`config.mk`:
```
export PLATFORM = sky130hd
export DESIGN_NAME = particle_sensor_frame_decoder
export DESIGN_NICKNAME = d
export VERILOG_FILES = /design/src/hdl/psfd_pkg.sv /design/src/hdl/particle_sensor_frame_decoder.sv
export SDC_FILE = /design/constraint.sdc
export NUM_CORES = 1
export LEC_CHECK = 0
export ABC_AREA = 0
export BUFFER_PORTS_ARGS = -buffer_cell sky130_fd_sc_hd__buf_2
export CORE_UTILIZATION = 60
export DETAILED_ROUTE_END_ITERATION = 16
export PLACE_DENSITY = 0.82
export SLEW_MARGIN = 20
export SYNTH_ARGS = -nofsm -noshare
export SYNTH_HDL_FRONTEND = slang
export SYNTH_SLANG_ARGS = --single-unit
```
`constraint.sdc`:
```
create_clock -name clk -period 13.2 [get_ports clk]
set_input_delay 1.32 -clock clk [delete_from_list [all_inputs] [get_ports clk]]
set_output_delay 1.32 -clock clk [all_outputs]
set_load 0.01 [all_outputs]
```
`src/hdl/psfd_pkg.sv`:
```
// Shared constants for the particulate sensor frame decoder.
// Used by the decoder top level and by its port checker; no dependencies.
package psfd_pkg;

  localparam logic [7:0] HDR_FIRST  = 8'h42;
  localparam logic [7:0] HDR_SECOND = 8'h4D;

  localparam logic [15:0] FRAME_LEN_WORD = 16'd28;

  localparam int POS_W = 5;
  localparam logic [POS_W-1:0] POS_LEN_HI    = 5'd2;
  localparam logic [POS_W-1:0] POS_LEN_LO    = 5'd3;
  localparam logic [POS_W-1:0] POS_WORD_BASE = 5'd10;
  localparam logic [POS_W-1:0] POS_WORD_LAST = 5'd27;
  localparam logic [POS_W-1:0] POS_SUM_HI    = 5'd30;
  localparam logic [POS_W-1:0] POS_SUM_LO    = 5'd31;

  localparam int WORD_COUNT = 9;
  localparam int WORD_IDX_W = 4;
  localparam int DATA_W     = 16 * WORD_COUNT;

  // Sync phase codes.
  localparam logic [1:0] PH_HUNT    = 2'd0;
  localparam logic [1:0] PH_HDR     = 2'd1;
  localparam logic [1:0] PH_COLLECT = 2'd2;

  // Frame status codes.
  localparam logic [1:0] ST_OK      = 2'd0;
  localparam logic [1:0] ST_LEN_ERR = 2'd1;
  localparam logic [1:0] ST_SUM_ERR = 2'd2;

endpackage

```
`src/hdl/particle_sensor_frame_decoder.sv`:
```
// Particulate sensor frame decoder: header hunt, 32-byte frame capture and
// checksum, result formatting. Depends on psfd_pkg.
//
// The block takes one sensor byte per clock on the slave stream while s_tready
// is high. It hunts for the header 0x42 0x4D (a repeated 0x42 keeps it waiting
// for 0x4D), then collects the remaining 30 frame bytes while summing bytes 0
// to 29. The 32nd byte of a frame produces one result transaction on the master
// stream on the next clock: m_tuser carries the status (0 ok, 1 length word not
// 28, 2 checksum mismatch) and m_tdata the three mass words and six size bins,
// all zero on an error. The only stall is s_tready low while a finished result
// is held in the output register and m_tready is low.
module particle_sensor_frame_decoder (
  input  logic                         clk,
  input  logic                         rst,
  input  logic                         s_tvalid,
  output logic                         s_tready,
  input  logic [7:0]                   s_tdata,  // data_byte
  output logic                         m_tvalid,
  input  logic                         m_tready,
  // mass_pm1, mass_pm2_5, mass_pm10, bin_03_to_05, bin_05_to_10,
  // bin_10_to_25, bin_25_to_50, bin_50_to_100, bin_100_up (16 bits each)
  output logic [psfd_pkg::DATA_W-1:0]  m_tdata,
  output logic [1:0]                   m_tuser   // frame_status
);
  import psfd_pkg::*;

  logic [1:0]        sync_phase, sync_phase_next;
  logic [POS_W-1:0]  byte_position, byte_position_next;
  logic [15:0]       running_sum, running_sum_next;
  logic [15:0]       length_word;
  logic [15:0]       words [WORD_COUNT];
  logic [7:0]        received_sum_high;

  logic              accept;
  logic              collecting;
  logic              frame_done;
  logic [POS_W-1:0]  word_off;
  logic [WORD_IDX_W-1:0] word_idx;
  logic              in_words;
  logic [15:0]       rx_sum;
  logic [1:0]        status;
  logic [DATA_W-1:0] data_ok;

  function automatic logic [15:0] floor_sub(input logic [15:0] a, input logic [15:0] b);
    floor_sub = (a > b) ? (a - b) : 16'd0;
  endfunction

  assign s_tready   = !m_tvalid || m_tready;
  assign accept     = s_tvalid && s_tready;
  assign collecting = (sync_phase == PH_COLLECT);
  assign frame_done = accept && collecting && (byte_position == POS_SUM_LO);

  assign word_off = byte_position - POS_WORD_BASE;
  assign word_idx = word_off[WORD_IDX_W:1];
  assign in_words = (byte_position >= POS_WORD_BASE) && (byte_position <= POS_WORD_LAST);

  always_comb begin
    sync_phase_next    = sync_phase;
    byte_position_next = byte_position;
    running_sum_next   = running_sum;
    case (sync_phase)
      PH_HDR: begin
        if (s_tdata == HDR_SECOND) begin
          sync_phase_next    = PH_COLLECT;
          byte_position_next = POS_LEN_HI;
          running_sum_next   = 16'(HDR_FIRST) + 16'(HDR_SECOND);
        end else if (s_tdata != HDR_FIRST) begin
          sync_phase_next = PH_HUNT;
        end
      end
      PH_COLLECT: begin
        if (byte_position < POS_SUM_HI) begin
          running_sum_next = running_sum + 16'(s_tdata);
        end
        if (byte_position == POS_SUM_LO) begin
          sync_phase_next    = PH_HUNT;
          byte_position_next = '0;
        end else begin
          byte_position_next = byte_position + 1'b1;
        end
      end
      default: begin
        sync_phase_next    = (s_tdata == HDR_FIRST) ? PH_HDR : PH_HUNT;
        byte_position_next = '0;
      end
    endcase
  end

  always_ff @(posedge clk) begin
    if (rst) begin
      sync_phase    <= PH_HUNT;
      byte_position <= '0;
      running_sum   <= '0;
    end else if (accept) begin
      sync_phase    <= sync_phase_next;
      byte_position <= byte_position_next;
      running_sum   <= running_sum_next;
    end
  end

  // Frame field capture; big-endian words, high byte at the even position.
  always_ff @(posedge clk) begin
    if (accept && collecting) begin
      if (byte_position == POS_LEN_HI) length_word[15:8] <= s_tdata;
      if (byte_position == POS_LEN_LO) length_word[7:0]  <= s_tdata;
      if (in_words) begin
        if (!byte_position[0]) words[word_idx][15:8] <= s_tdata;
        else                   words[word_idx][7:0]  <= s_tdata;
      end
      if (byte_position == POS_SUM_HI) received_sum_high <= s_tdata;
    end
  end

  // The final byte is the low half of the received checksum.
  assign rx_sum = {received_sum_high, s_tdata};

  always_comb begin
    if (length_word != FRAME_LEN_WORD)  status = ST_LEN_ERR;
    else if (running_sum != rx_sum)     status = ST_SUM_ERR;
    else                                status = ST_OK;
  end

  assign data_ok = {words[8],
                    floor_sub(words[7], words[8]),
                    floor_sub(words[6], words[7]),
                    floor_sub(words[5], words[6]),
                    floor_sub(words[4], words[5]),
                    floor_sub(words[3], words[4]),
                    words[2], words[1], words[0]};

  always_ff @(posedge clk) begin
    if (rst) begin
      m_tvalid <= 1'b0;
    end else if (frame_done) begin
      m_tvalid <= 1'b1;
    end else if (m_tready) begin
      m_tvalid <= 1'b0;
    end
  end

  always_ff @(posedge clk) begin
    if (frame_done) begin
      m_tuser <= status;
      m_tdata <= (status == ST_OK) ? data_ok : '0;
    end
  end

endmodule

```
==> impl_metrics.py <==
metrics = {
    "place": {
        "gp_routability_congestion": 0.966,
        "port_buffers": 159,
        "place_hpwl_mm": 25.1,
        "postPlaceCellArea_um2": 17600,
        "place_worst_setup_slack_ns": 8.40,
    },
    "grt": {
        "global_route.overflow_total": 0,
        "pin_count_of_the_biggest_net_entering_global_routing": 82,
        "grt_antenna_before_repair": 0,
        "grt_pass1_wl_mm": 57.5,
        "grt_use_total": 0.263,
        "vias_in_the_first_global_route": 10900,
    },
    "drt": {
        "first_iter_violations": 1025,
        "wl_per_cell_um": 19.6,
        "drt-pass1-iter-count": 6,
        "drc_errors": 0,
        "drt_wl_total_mm": 37.2,
        "route.antenna.remaining_nets": 0,
        "drt-vias-per-instance": 6.04,
        "dr_total_vias": 11400,
    },
    "logic_synthesis": {
        "syn_area_um2": 16400,
        "yosys_most_used_dff": "edfxtp_1",
        "netlist_instances": 1356,
        "synthesis.nets": 1467,
        "per_instance_average_area_after_synthesis_um2": 12.1,
        "ys_ff_latch": 338,
        "netlist_top_cells_area": "edfxtp_1 57%, ha_1 7.1%, dfxtp_1 2.9%",
        "synth_enable_flop_cells": 314,
        "yosys.area.top_type": "edfxtp_1",
        "ys_types": 69,
        "post-synth-top-area-fraction": 0.574,
        "postSynth.asyncResetShare": 0,
        "synthesis.yosys.warnings": 0,
        "seq_area_frac_synth": 0.603,
    },
    "floorplanning": {
        "core_area_um2": 27000,
        "pin_count": 160,
        "chipHeight_um": 168,
        "chipWidth_um": 168,
        "initial_utilization": 0.610,
        "floorplan.die_area_um2": 28100,
        "core.rowCount": 60,
    },
    "final_layout": {
        "finalCoreUtilization": 0.699,
        "layout_commonest_cell": "edfxtp_1",
        "storage_element_area_um2": 9910,
        "multi_input_area_um2": 6060,
        "area_growth_pct": 14.7,
        "design_area_um2": 18800,
        "nets": 1639,
        "num_antenna_cells": 0,
        "final_cell_mix": "314 x edfxtp_1, 159 x buf_2, 122 x nor2_1",
        "fillCellCount": 1835,
        "drive_gt1_frac": 0.161,
    },
    "hold_path": {
        "beginning_of_the_worst_hold_path": "running_sum[7]$_SDFFE_PP0P_",
        "min_delay_endpoint": "running_sum[7]$_SDFFE_PP0P_",
        "worst_hold_path.num_cells": 2,
        "min-delay-path-class": "reg2reg",
    },
    "cts": {
        "cts_setup_buffers": 0,
        "clock_insertion_delay_at_the_later_pin_of_the_skew_report_ns": 0.54,
        "clk_path_buf_depth": 3,
        "numCtsBuffers": 35,
        "cts_htree_levels": 2,
        "clk_transition_reported_paths_ns": 0.06,
        "cell_chosen_for_the_clock_root": "clkbuf_16",
        "holdBufCountCts": 0,
        "cts-resized-gates": 0,
        "clkSinkCount": 338,
        "cts_tree": "yes",
    },
    "timing": {
        "max_slew_margin": 0.299,
        "min_period_over_period": 0.328,
        "clock.fmax_mhz": 231,
        "shortest_period_the_worst_path_allows_ns": 4.33,
        "finClkSkew_ns": 0.0225,
        "rsz_0062_raised_after_global_routing": "no",
        "hold_viol_final": 0,
        "report.final.setup_viol": 0,
        "layout_setup_ws_ns": 8.87,
        "finalHoldWorstSlack_ns": 0.499,
        "finalSetupTns_ns": 0,
        "timing_max_transition_violations_final": 0,
        "slew_worst_pin_ns": 1.04,
    },
    "critical_path": {
        "r2r_cells": 6,
        "class_of_the_most_critical_setup_path": "in2reg",
        "gate_family_responsible_for_the_most_delay_along_the_worst_path": "compound AO/OA/AOI/OAI gates",
        "critPathCaptureType": "flip-flop",
        "setup.worst_path.start_class": "primary input",
        "crit_path_top_delay_cell": "o2111ai_2",
        "timing.critical_path.required_ns": 13.51,
        "r2r-start": "length_word[0]$_DFFE_PP_",
        "crit_buf_inv": 2,
        "slowest_delay_ns": 0.58,
        "r2r_end": "m_tdata[62]$_SDFFCE_PN0P_",
        "critPathMaxFanout": 69,
        "worst_ep_arrival_time_ns": 4.63,
        "rrSetupSlack_ns": 9.60,
        "path_cells": "buf_2 > ha_1 > nor4_1 > nand2_1 > nor4_4 > buf_4 > o2111ai_2 > a2111oi_1",
    },
    "run_status": {
        "run_status": "completed",
    },
    "power": {
        "power.static_leakage_nw": 7.82,
        "ir_worst_vdd_uv": 97.4,
        "p_per_area_nw_per_um2": 116,
    },
    "flow_run": {
        "drv_cap": 0,
    },
}
## report_power, final
group	total [mW]	leakage (nW)	internal, mW	switching, mW
combinational	0.0200	3.85	0.00373	0.0163
clock	1.00	0.577	0.578	0.424
sequential	1.16	3.39	1.16	0.0000126
## sequential cells by signal (all words and copies together) (netlist names)
signal and count:
byte_position 5, length_word 16, m_tdata 144, m_tuser 2, m_tvalid 1, received_sum_high 8, running_sum 16, sync_phase 2
words 144
## how the worst max path moves through the flow
| stage | startpoint | end | slack, ns | cells after the start |
|---|---|---|---|---|
| final | s_tdata[4] | m_tdata[62]$_SDFFCE_PN0P_ | 8.87 | 8 |
| after detailed placement | s_tdata[4] | m_tdata[110]$_SDFFCE_PN0P_ | 8.40 | 9 |
| after CTS | s_tdata[4] | m_tdata[63]$_SDFFCE_PN0P_ | 8.89 | 8 |
| after global placement | s_tdata[4] | m_tdata[62]$_SDFFCE_PN0P_ | 8.55 | 8 |
| after global routing | s_tdata[1] | m_tdata[63]$_SDFFCE_PN0P_ | 8.63 | 8 |
| after floorplan | m_tready | m_tdata[0]$_SDFFCE_PN0P_ | 8.05 | 4 |
## per-layer routing
layer	global-route usage	vias to the layer above	part of all wire
met4	0.0937	0	0.028
met5	0	-	0
li1	-	5360	-
met2	0.443	498	0.49
met1	0.348	5505	0.41
met3	0.0385	81	0.066
## synth_stat cells, types with 24 or more instances
library cell  instances
nor3_1               41
clkbuf_1             28
o21ai_0              54
a21oi_1              71
inv_1               104
nand2_1              55
dfxtp_1              24
and2_1               69
edfxtp_1            314
xnor2_1              37
ha_1                 93
nor2_1              122
## cell type report
class                      count  share of cell area
sequential                   338               0.526
multi-input combinational    881               0.321
clock buffer                  36              0.0467
timing repair buffer         168              0.0458
tap                          341              0.0226
inverter                     104              0.0210
clock inverter                28              0.0169
## worst register-to-register path, delay by kind of cell, from the launching register on
family / cells / cell delay [ns]
and+or+nand+nor: 3 / 1.32
AOI/OAI and AO/OA: 2 / 1.13
DFF: 1 / 0.39
buffers and inverters: 1 / 0.54
## cell families (layout without fill, tap and decap cells)
logic type               Yosys count  in the layout  share of synthesized area
AO/OA/AOI/OAI                    271            271                      0.109
XOR/XNOR                          60             60                     0.0320
adder cells (fa/ha/maj)           99             99                     0.0781
buffers and inverters            137            336                     0.0316
flip-flops                       338            338                      0.603
multiplexers                       6              6                    0.00403
AND/OR/NAND/NOR                  445            445                      0.143
## stage by stage
stage | cells | total power [mW]
after floorplan | 1356 | 1.19
after global placement | 1832 | 1.20
after detailed placement | 1832 | 1.20
after CTS | 1896 | 2.20
after global routing | 1896 | 2.24
final | 1896 | 2.18
Power figures use the tool's default switching activity.
